### src/hw/rtl/mstb_pkg.sv
// mstb_pkg: shared types and constants for the software timer bank
// no dependencies; imported by multi_software_timer_bank_core
`default_nettype none

package mstb_pkg;

    // default bank geometry
    localparam int DEF_NUM_TIMERS = 16;
    localparam int DEF_COUNT_BITS = 16;

    // fixed field widths of the stream payloads
    localparam int ACTION_W = 3;
    localparam int SLOT_W   = 4;
    localparam int PERIOD_W = 16;

    // input tdata layout: slot, period, periodic, zero fill to 24 bits
    localparam int IN_SLOT_LSB     = 0;
    localparam int IN_PERIOD_LSB   = IN_SLOT_LSB + SLOT_W;
    localparam int IN_PERIODIC_BIT = IN_PERIOD_LSB + PERIOD_W;
    localparam int IN_DATA_W       = 24;

    // output tdata layout: result_slot, is_started, is_completed, no_free_slot
    localparam int OUT_DATA_W = 8;

    // action codes carried in s_tuser
    typedef enum logic [ACTION_W-1:0] {
        ACT_TICK     = 3'd0,
        ACT_ALLOCATE = 3'd1,
        ACT_START    = 3'd2,
        ACT_STOP     = 3'd3,
        ACT_RELEASE  = 3'd4,
        ACT_QUERY    = 3'd5
    } action_t;

endpackage

`default_nettype wire

### src/hw/rtl/multi_software_timer_bank_core.sv
// multi_software_timer_bank_core: bank of one-shot / periodic software timers
// sequenced over a single slot walker with period and count memories
// depends on mstb_pkg
//
// usage
//   slave channel s_*: one transaction carries one action in s_tuser
//   (tick, allocate, start, stop, release, query) and its arguments in s_tdata
//   master channel m_*: exactly one result transaction per action
//   s_tready is high only while the sequencer is idle; one action at a time
// steps from acceptance to m_tvalid, with the receiver ready
//   stop, release, query, unknown code: applied on acceptance, then finish
//   start on a slot in use: apply, then finish
//   allocate, or start on a free slot: scan from slot 0 for the lowest free slot,
//     then apply (no_free_slot when the bank is full), one slot checked per cycle
//   tick: read stage then process stage over every slot, one slot read and at most
//     one written per cycle through the count memory port pair
// a new action is taken once the sequencer is back in idle, even while the
// previous result still sits in the output register
// when the receiver stalls, the finished result waits in the sequencer and the
// output register holds; nothing is dropped
// reset clears every slot flag; count and period memories need no clearing pass
`default_nettype none

module multi_software_timer_bank_core
    import mstb_pkg::*;
#(
    parameter int NUM_TIMERS = DEF_NUM_TIMERS,
    parameter int COUNT_BITS = DEF_COUNT_BITS
) (
    input  wire logic                  clk,
    input  wire logic                  rst_n,
    // slave side
    input  wire logic                  s_tvalid,
    output logic                       s_tready,
    input  wire logic [IN_DATA_W-1:0]  s_tdata,  // slot[3:0], period[19:4], periodic[20]
    input  wire logic [ACTION_W-1:0]   s_tuser,  // action[2:0]
    // master side
    output logic                       m_tvalid,
    input  wire logic                  m_tready,
    output logic [OUT_DATA_W-1:0]      m_tdata   // result_slot[3:0], is_started[4],
                                                 // is_completed[5], no_free_slot[6]
);

    localparam int IDX_W = (NUM_TIMERS > 1) ? $clog2(NUM_TIMERS) : 1;
    localparam logic [IDX_W-1:0] LAST_IDX = IDX_W'(NUM_TIMERS - 1);
    localparam logic [COUNT_BITS-1:0] CNT_ONE = COUNT_BITS'(1);

    typedef enum logic [4:0] {
        ST_IDLE   = 5'b00001,
        ST_TICK   = 5'b00010,
        ST_SCAN   = 5'b00100,
        ST_APPLY  = 5'b01000,
        ST_FINISH = 5'b10000
    } state_t;

    // sequencer and operand registers
    state_t                 state_reg, state_next;
    action_t                op_action_reg, op_action_next;
    logic [COUNT_BITS-1:0]  op_period_reg, op_period_next;
    logic                   op_periodic_reg, op_periodic_next;
    logic [IDX_W-1:0]       scan_idx_reg, scan_idx_next;
    logic [IDX_W-1:0]       found_idx_reg, found_idx_next;

    // tick walker: read stage and process stage
    logic                   rd_active_reg, rd_active_next;
    logic [IDX_W-1:0]       rd_idx_reg, rd_idx_next;
    logic                   pipe_v_reg, pipe_v_next;
    logic [IDX_W-1:0]       pipe_idx_reg, pipe_idx_next;

    // per-slot flags
    logic [NUM_TIMERS-1:0]  in_use_reg, in_use_next;
    logic [NUM_TIMERS-1:0]  started_reg, started_next;
    logic [NUM_TIMERS-1:0]  completed_reg, completed_next;
    logic [NUM_TIMERS-1:0]  reloads_reg, reloads_next;

    // pending result
    logic [SLOT_W-1:0]      res_slot_reg, res_slot_next;
    logic                   res_started_reg, res_started_next;
    logic                   res_completed_reg, res_completed_next;
    logic                   res_full_reg, res_full_next;

    // output register
    logic                   m_tvalid_reg, m_tvalid_next;
    logic [OUT_DATA_W-1:0]  m_tdata_reg, m_tdata_next;

    // count and period memories; a count is only used for a slot in use, and
    // taking a slot always writes its count first, so no reset is needed
    logic [COUNT_BITS-1:0]  remaining_mem [NUM_TIMERS];
    logic [COUNT_BITS-1:0]  period_mem    [NUM_TIMERS];
    logic [COUNT_BITS-1:0]  remaining_rd_reg;
    logic [COUNT_BITS-1:0]  period_rd_reg;

    logic                   rem_we;
    logic [IDX_W-1:0]       rem_waddr;
    logic [COUNT_BITS-1:0]  rem_wdata;
    logic                   per_we;
    logic [IDX_W-1:0]       per_waddr;
    logic [COUNT_BITS-1:0]  per_wdata;

    // input decode
    logic                   in_accept;
    logic [SLOT_W-1:0]      in_slot;
    logic [IDX_W-1:0]       in_idx;
    logic                   in_slot_ok;
    logic                   out_free;

    // tick arithmetic on the slot in the process stage
    logic [COUNT_BITS-1:0]  tick_dec;
    logic                   tick_hit;
    logic                   tick_zero;

    assign in_accept  = s_tvalid && s_tready;
    assign in_slot    = s_tdata[IN_SLOT_LSB +: SLOT_W];
    assign in_idx     = IDX_W'(in_slot);
    assign in_slot_ok = (32'(in_slot) < NUM_TIMERS);
    assign out_free   = !m_tvalid_reg || m_tready;

    assign s_tready = (state_reg == ST_IDLE);
    assign m_tvalid = m_tvalid_reg;
    assign m_tdata  = m_tdata_reg;

    // shared decrement and zero test
    assign tick_dec  = started_reg[pipe_idx_reg] ? (remaining_rd_reg - CNT_ONE)
                                                 : remaining_rd_reg;
    assign tick_hit  = in_use_reg[pipe_idx_reg] && (remaining_rd_reg != '0);
    assign tick_zero = (tick_dec == '0);

    // sequencer
    always_comb
    begin
        state_next         = state_reg;
        op_action_next     = op_action_reg;
        op_period_next     = op_period_reg;
        op_periodic_next   = op_periodic_reg;
        scan_idx_next      = scan_idx_reg;
        found_idx_next     = found_idx_reg;
        rd_active_next     = 1'b0;
        rd_idx_next        = rd_idx_reg;
        pipe_v_next        = 1'b0;
        pipe_idx_next      = rd_idx_reg;
        in_use_next        = in_use_reg;
        started_next       = started_reg;
        completed_next     = completed_reg;
        reloads_next       = reloads_reg;
        res_slot_next      = res_slot_reg;
        res_started_next   = res_started_reg;
        res_completed_next = res_completed_reg;
        res_full_next      = res_full_reg;
        m_tvalid_next      = m_tvalid_reg && !m_tready;
        m_tdata_next       = m_tdata_reg;
        rem_we             = 1'b0;
        rem_waddr          = found_idx_reg;
        rem_wdata          = '0;
        per_we             = 1'b0;
        per_waddr          = found_idx_reg;
        per_wdata          = op_period_reg;

        unique case (state_reg)
            ST_IDLE:
            begin
                if (in_accept)
                begin
                    op_action_next     = action_t'(s_tuser);
                    op_period_next     = COUNT_BITS'(s_tdata[IN_PERIOD_LSB +: PERIOD_W]);
                    op_periodic_next   = s_tdata[IN_PERIODIC_BIT];
                    res_slot_next      = '0;
                    res_started_next   = 1'b0;
                    res_completed_next = 1'b0;
                    res_full_next      = 1'b0;
                    state_next         = ST_FINISH;
                    unique case (action_t'(s_tuser))
                        ACT_TICK:
                        begin
                            rd_active_next = 1'b1;
                            rd_idx_next    = '0;
                            state_next     = ST_TICK;
                        end
                        ACT_ALLOCATE:
                        begin
                            scan_idx_next = '0;
                            state_next    = ST_SCAN;
                        end
                        ACT_START:
                        begin
                            if (in_slot_ok && in_use_reg[in_idx])
                            begin
                                found_idx_next = in_idx;
                                state_next     = ST_APPLY;
                            end
                            else
                            begin
                                scan_idx_next = '0;
                                state_next    = ST_SCAN;
                            end
                        end
                        ACT_STOP:
                        begin
                            res_slot_next = in_slot;
                            if (in_slot_ok)
                            begin
                                started_next[in_idx]   = 1'b0;
                                completed_next[in_idx] = 1'b0;
                            end
                        end
                        ACT_RELEASE:
                        begin
                            res_slot_next = in_slot;
                            if (in_slot_ok)
                            begin
                                in_use_next[in_idx]    = 1'b0;
                                started_next[in_idx]   = 1'b0;
                                completed_next[in_idx] = 1'b0;
                            end
                        end
                        ACT_QUERY:
                        begin
                            res_slot_next = in_slot;
                            if (in_slot_ok)
                            begin
                                res_started_next       = started_reg[in_idx];
                                res_completed_next     = completed_reg[in_idx];
                                completed_next[in_idx] = 1'b0;
                            end
                        end
                        default:
                        begin
                            // unknown codes return an all-zero result
                        end
                    endcase
                end
            end

            ST_TICK:
            begin
                // read stage: fetch the next slot's count and period
                if (rd_active_reg)
                begin
                    pipe_v_next   = 1'b1;
                    pipe_idx_next = rd_idx_reg;
                    if (rd_idx_reg == LAST_IDX)
                    begin
                        rd_active_next = 1'b0;
                    end
                    else
                    begin
                        rd_active_next = 1'b1;
                        rd_idx_next    = rd_idx_reg + 1'b1;
                    end
                end
                // process stage: count down, complete, reload or stop
                if (pipe_v_reg && tick_hit)
                begin
                    rem_we    = 1'b1;
                    rem_waddr = pipe_idx_reg;
                    rem_wdata = tick_dec;
                    if (tick_zero)
                    begin
                        completed_next[pipe_idx_reg] = 1'b1;
                        if (reloads_reg[pipe_idx_reg])
                        begin
                            rem_wdata = period_rd_reg;
                        end
                        else
                        begin
                            started_next[pipe_idx_reg] = 1'b0;
                        end
                    end
                end
                if (pipe_v_reg && !rd_active_reg)
                begin
                    state_next = ST_FINISH;
                end
            end

            ST_SCAN:
            begin
                // one slot checked per cycle for the lowest free one
                if (!in_use_reg[scan_idx_reg])
                begin
                    found_idx_next = scan_idx_reg;
                    state_next     = ST_APPLY;
                end
                else if (scan_idx_reg == LAST_IDX)
                begin
                    res_full_next = 1'b1;
                    state_next    = ST_FINISH;
                end
                else
                begin
                    scan_idx_next = scan_idx_reg + 1'b1;
                end
            end

            ST_APPLY:
            begin
                in_use_next[found_idx_reg] = 1'b1;
                res_slot_next              = SLOT_W'(found_idx_reg);
                rem_we                     = 1'b1;
                if (op_action_reg == ACT_START)
                begin
                    started_next[found_idx_reg]   = 1'b1;
                    completed_next[found_idx_reg] = (op_period_reg == '0);
                    reloads_next[found_idx_reg]   = op_periodic_reg;
                    rem_wdata                     = op_period_reg;
                    per_we                        = 1'b1;
                end
                else
                begin
                    started_next[found_idx_reg]   = 1'b0;
                    completed_next[found_idx_reg] = 1'b0;
                end
                state_next = ST_FINISH;
            end

            ST_FINISH:
            begin
                // hand the result over once the output register is free
                if (out_free)
                begin
                    m_tvalid_next = 1'b1;
                    m_tdata_next  = {1'b0, res_full_reg, res_completed_reg,
                                     res_started_reg, res_slot_reg};
                    state_next    = ST_IDLE;
                end
            end

            default:
            begin
                state_next = ST_IDLE;
            end
        endcase
    end

    // control and flag registers
    always_ff @(posedge clk or negedge rst_n)
    begin
        if (!rst_n)
        begin
            state_reg     <= ST_IDLE;
            rd_active_reg <= 1'b0;
            pipe_v_reg    <= 1'b0;
            in_use_reg    <= '0;
            started_reg   <= '0;
            completed_reg <= '0;
            reloads_reg   <= '0;
            m_tvalid_reg  <= 1'b0;
        end
        else
        begin
            state_reg     <= state_next;
            rd_active_reg <= rd_active_next;
            pipe_v_reg    <= pipe_v_next;
            in_use_reg    <= in_use_next;
            started_reg   <= started_next;
            completed_reg <= completed_next;
            reloads_reg   <= reloads_next;
            m_tvalid_reg  <= m_tvalid_next;
        end
    end

    // operand, index and payload registers
    always_ff @(posedge clk)
    begin
        op_action_reg     <= op_action_next;
        op_period_reg     <= op_period_next;
        op_periodic_reg   <= op_periodic_next;
        scan_idx_reg      <= scan_idx_next;
        found_idx_reg     <= found_idx_next;
        rd_idx_reg        <= rd_idx_next;
        pipe_idx_reg      <= pipe_idx_next;
        res_slot_reg      <= res_slot_next;
        res_started_reg   <= res_started_next;
        res_completed_reg <= res_completed_next;
        res_full_reg      <= res_full_next;
        m_tdata_reg       <= m_tdata_next;
    end

    // count memory: one write port, one registered read port
    always_ff @(posedge clk)
    begin
        if (rem_we)
        begin
            remaining_mem[rem_waddr] <= rem_wdata;
        end
        remaining_rd_reg <= remaining_mem[rd_idx_reg];
    end

    // period memory: written on start, read by the tick walker
    always_ff @(posedge clk)
    begin
        if (per_we)
        begin
            period_mem[per_waddr] <= per_wdata;
        end
        period_rd_reg <= period_mem[rd_idx_reg];
    end

`ifndef NO_ASSERTIONS
    // an accepted action always takes the sequencer out of idle in the next cycle
    a_busy_after_accept: assert property (
        @(posedge clk) disable iff (!rst_n)
        (s_tvalid && s_tready) |=> !s_tready
    ) else $error("sequencer still ready right after accepting an action");

    // running or completed flags only exist on slots in use
    a_flags_need_slot: assert property (
        @(posedge clk) disable iff (!rst_n)
        ((started_reg | completed_reg) & ~in_use_reg) == '0
    ) else $error("flag set on a free slot");

    // the tick walker has drained before a result is handed over
    a_walker_drained: assert property (
        @(posedge clk) disable iff (!rst_n)
        (state_reg == ST_FINISH) |-> (!pipe_v_reg && !rd_active_reg)
    ) else $error("tick walker still active at result hand-over");

    // a result appears only after the sequencer has finished an action
    a_result_from_finish: assert property (
        @(posedge clk) disable iff (!rst_n)
        $rose(m_tvalid) |-> ($past(state_reg) == ST_FINISH)
    ) else $error("result raised outside the finish step");
`endif

endmodule

`default_nettype wire

### config.mk
export PLATFORM = sky130hd
export DESIGN_NAME = multi_software_timer_bank_core
export DESIGN_NICKNAME = d
export VERILOG_FILES = /design/src/hw/rtl/mstb_pkg.sv /design/src/hw/rtl/multi_software_timer_bank_core.sv
export SDC_FILE = /design/constraint.sdc
export NUM_CORES = 1
export LEC_CHECK = 0
export ABC_AREA = 1
export BUFFER_PORTS_ARGS = -buffer_cell sky130_fd_sc_hd__buf_2
export CAP_MARGIN = 10
export CELL_PAD_IN_SITES_DETAIL_PLACEMENT = 1
export CELL_PAD_IN_SITES_GLOBAL_PLACEMENT = 1
export CORE_MARGIN = 2
export CORE_UTILIZATION = 45
export DETAILED_ROUTE_END_ITERATION = 10
export PLACE_DENSITY = 0.82
export SLEW_MARGIN = 20
export SYNTH_ARGS = -nofsm -noshare
export SYNTH_HDL_FRONTEND = slang
export SYNTH_SLANG_ARGS = --single-unit
### constraint.sdc
create_clock -name clk -period 6.6 [get_ports clk]
set_input_delay 0.33 -clock clk [delete_from_list [all_inputs] [get_ports clk]]
set_output_delay 0.33 -clock clk [all_outputs]
set_load 0.01 [all_outputs]
==> out/qor.txt <==
Synth Area in Simple Gates = 14.6%
Xor/xnor cell area share of the yosys netlist = 0.431%
Wire per inst = 26.1 µm
WP data required = 6830 ps
Pleak = 10.9 nW
Largest area contributor in the netlist = edfxtp_1
Remaining Overflow, GRT = 0
Skew-Pair Late Insertion Delay = 620 ps
Power density cells = 315 nW/µm²
CP Cell Sequence = inv_2 > nand2_1 > inv_1 > nand2_1 > o21ai_0 > o21ai_0 > nand4_1 > and2_1 > nand3_2 > clkinv_1 > o21ai_1 > nand3_1 > nor2_4
Clock transition at path regs = 60 ps
Clock sinks = 666
Clock tree buffer depth = 3
Crit path DAT = 4790 ps
Fin nets = 2688
Compound-Gate Fraction of Synth Area = 12.6%
Final antenna-violating net count = 0
Post-route insts no fill = 3559
H-tree depth = 3
Max stage delay on crit path = 710 ps
Pin count of the biggest net entering global routing = 258
CTS tree = built
Top post-synthesis cells by area = edfxtp_1 59%, dfrtp_1 6.2%, o21ai_0 6.1%
Ant. Diodes = 0
Top Ports = 41
Die Area = 65200 µm²
Drc violations = 0
TritonCTS buffer count = 71
Final RePlAce weighted congestion = 0.950
Number of gates resized after CTS = 0
Critical Path Fanout Max = 17
WL final = 92900 µm
Area Growth Syn to Fin = 13.1%
Relative slew margins = 24.3%
Initial drt markers = 2128
Post-Syn Instances = 2623
Primary FF master, synth = edfxtp_1
Via count = 21.6k
Final setup violation count = 0
Die Wd = 255 µm
Biggest regs = period_mem x256, remaining_mem x256
Peak supply drop = 230 µV
FF+latch count, synth = 666
Period Utilization, post-route = 69.1%
Clock Tree Root = clkbuf_16
Main combinational cell family by area after synthesis = simple AND/OR/NAND/NOR gates
Slowest stage cell, crit path = nor2_4
Initial Util = 45.3%
Layout cells sized above 1 = 9.14%
Hold Crit Class = input pin to flip-flop
RSZ-0062 raised after global routing = no
Status = completed
Rows = 92
Core area = 62700 µm²
Vias in the first global route = 23.0k
Number of flops mapped to enable cells by yosys = 558
Syn. warnings = 0
Crit. End Element = flip-flop
Async S/R FF share, synth = 10.8%
Die height = 255 µm
Worst-Margin Slew = 1130 ps
Fin Setup TNS = 0 ps
Most frequent cells after synthesis = 558 x edfxtp_1, 413 x nor2_1, 400 x nand2_1, 345 x o21ai_0, 158 x inv_1
Final HPWL DP = 54200 µm
GRT Util Overall = 28.2%
Crit path time final = 4560 ps
Fmax = 0.219 GHz
Mux share of post-synthesis cell area = 0%
PortBufs = 36
Placed insts = 3404
Setup Skew = 29.4 ps
WHS = 30.4 ps
CP Class = flip-flop to flip-flop
Startpoint Class = flip-flop
Syn avg cell area = 10.8 µm²
Max-Cap Viols = 0
Number of distinct library cells after synthesis = 48
Drt via density = 6.07
Syn_nets = 2657
Initial antenna violation count = 0
Seq/Total Area, Yosys = 67.8%
Library cell with the highest instance count after synthesis = edfxtp_1
Final hold viol count = 0
Cell Area, Synth = 28400 µm²
Detailed Routing Iterations Pass 1 = 6
Post-Synth Adder-Cell Area = 0.132%
Share of Yosys cell area claimed by the top area cell type = 58.9%
First-pass GRT wire length = 140000 µm
Final Max Tran Viols = 0
metrics by stage:
step | utilization, % | area, µm² | setup slack (ps) | total power, mW
global route | 51.3 | 32200 | 1600 | 10.4
detailed placement | 47.1 | 29500 | 1830 | 6.10
global placement | 47.1 | 29500 | 2060 | 6.03
finish | 51.3 | 32200 | 2040 | 10.1
CTS | 51.2 | 32100 | 1780 | 10.1
floorplan | - | 28400 | 3450 | 5.68
layout make-up:
cell class,instances,area (µm²)
sequential,666,19300
tap,846,1060
inverter,178,674
fill,6667,30600
clock buffer,100,1970
timing repair buffer,101,758
clock inverter,32,369
multi-input combinational,1636,8060
path summary, 6_finish.rpt:
| kind | startpoint | to | slack [ps] | depth (start not counted) |
|---|---|---|---|---|
| setup reg to reg | pipe_idx_reg[0]$_DFF_P_ | remaining_mem[10][13]$_DFFE_PP_ | 2040 | 13 |
| hold / removal | s_tuser[0] | op_action_reg[0]$_DFFE_PP_ | 30 | 1 |
| hold reg to reg | rd_idx_reg[3]$_SDFFCE_PN0P_ | pipe_idx_reg[3]$_DFF_P_ | 430 | 0 |
| setup / recovery | pipe_idx_reg[0]$_DFF_P_ | remaining_mem[10][13]$_DFFE_PP_ | 2040 | 13 |
| max in group asynchronous | rst_n | async pin | 5490 | 2 |
| min in group asynchronous | rst_n | completed_reg[1]$_DFFE_PN0P_ | 430 | 2 |
where the power goes:
part           leakage [nW]  internal (mW)  switching (mW)
registers              5.82           4.77           0.217
clock network          1.13           2.34            1.71
logic                  3.98          0.279           0.805
cells in the final DEF, fill, tap and decap left out, types with 6 or more instances in the layout:
| cell | instances |
|---|---|
| xor2_1 | 10 |
| clkinv_1 | 17 |
| dlygate4sd3_1 | 22 |
| o21ai_1 | 7 |
| clkbuf_16 | 73 |
| nor2_1 | 377 |
| o211ai_1 | 31 |
| clkbuf_1 | 23 |
| nand3_1 | 121 |
| edfxtp_1 | 558 |
| inv_2 | 14 |
| o22ai_1 | 100 |
| o32ai_1 | 7 |
| a22oi_1 | 20 |
| nand2_1 | 400 |
| nand4_1 | 37 |
| nor2_4 | 13 |
| dfxtp_1 | 36 |
| nor3_1 | 15 |
| nor2_2 | 25 |
| o21ai_0 | 345 |
| bufinv_16 | 6 |
| buf_4 | 42 |
| o221ai_1 | 59 |
| inv_1 | 155 |
| dfrtp_1 | 71 |
| a21oi_1 | 29 |
| buf_2 | 35 |
| clkinv_2 | 10 |
metal layers:
layer  track usage (%)  wire length, µm
met5                 0                0
met2              47.6            46000
met4              13.8             4080
met1              35.6            36200
met3              4.14             6750
critical path, delay by kind of cell (launching register included):
family | cells | cell delay, ps
AND/OR/NAND/NOR | 7 | 2230
buffers and inverters | 3 | 760
flip-flops | 1 | 610
AO/OA/AOI/OAI | 3 | 570
cell families after synthesis:
logic type / count (synthesis)
and+or+nand+nor: 1010
other: 1
AOI/OAI and AO/OA: 608
DFF: 666
buffers and inverters: 321
adders and majority gates: 3
xor gates and xnor gates: 14
timing repair:
| action | 4_1_cts | 5_1_grt |
|---|---|---|
| endpoints found under the hold margin | 92 | 0 |
| hold buffers | 22 | 0 |
| buffers inserted | 0 | 0 |
| setup endpoints to repair | 0 | 0 |
Power figures use the tool's default switching activity.
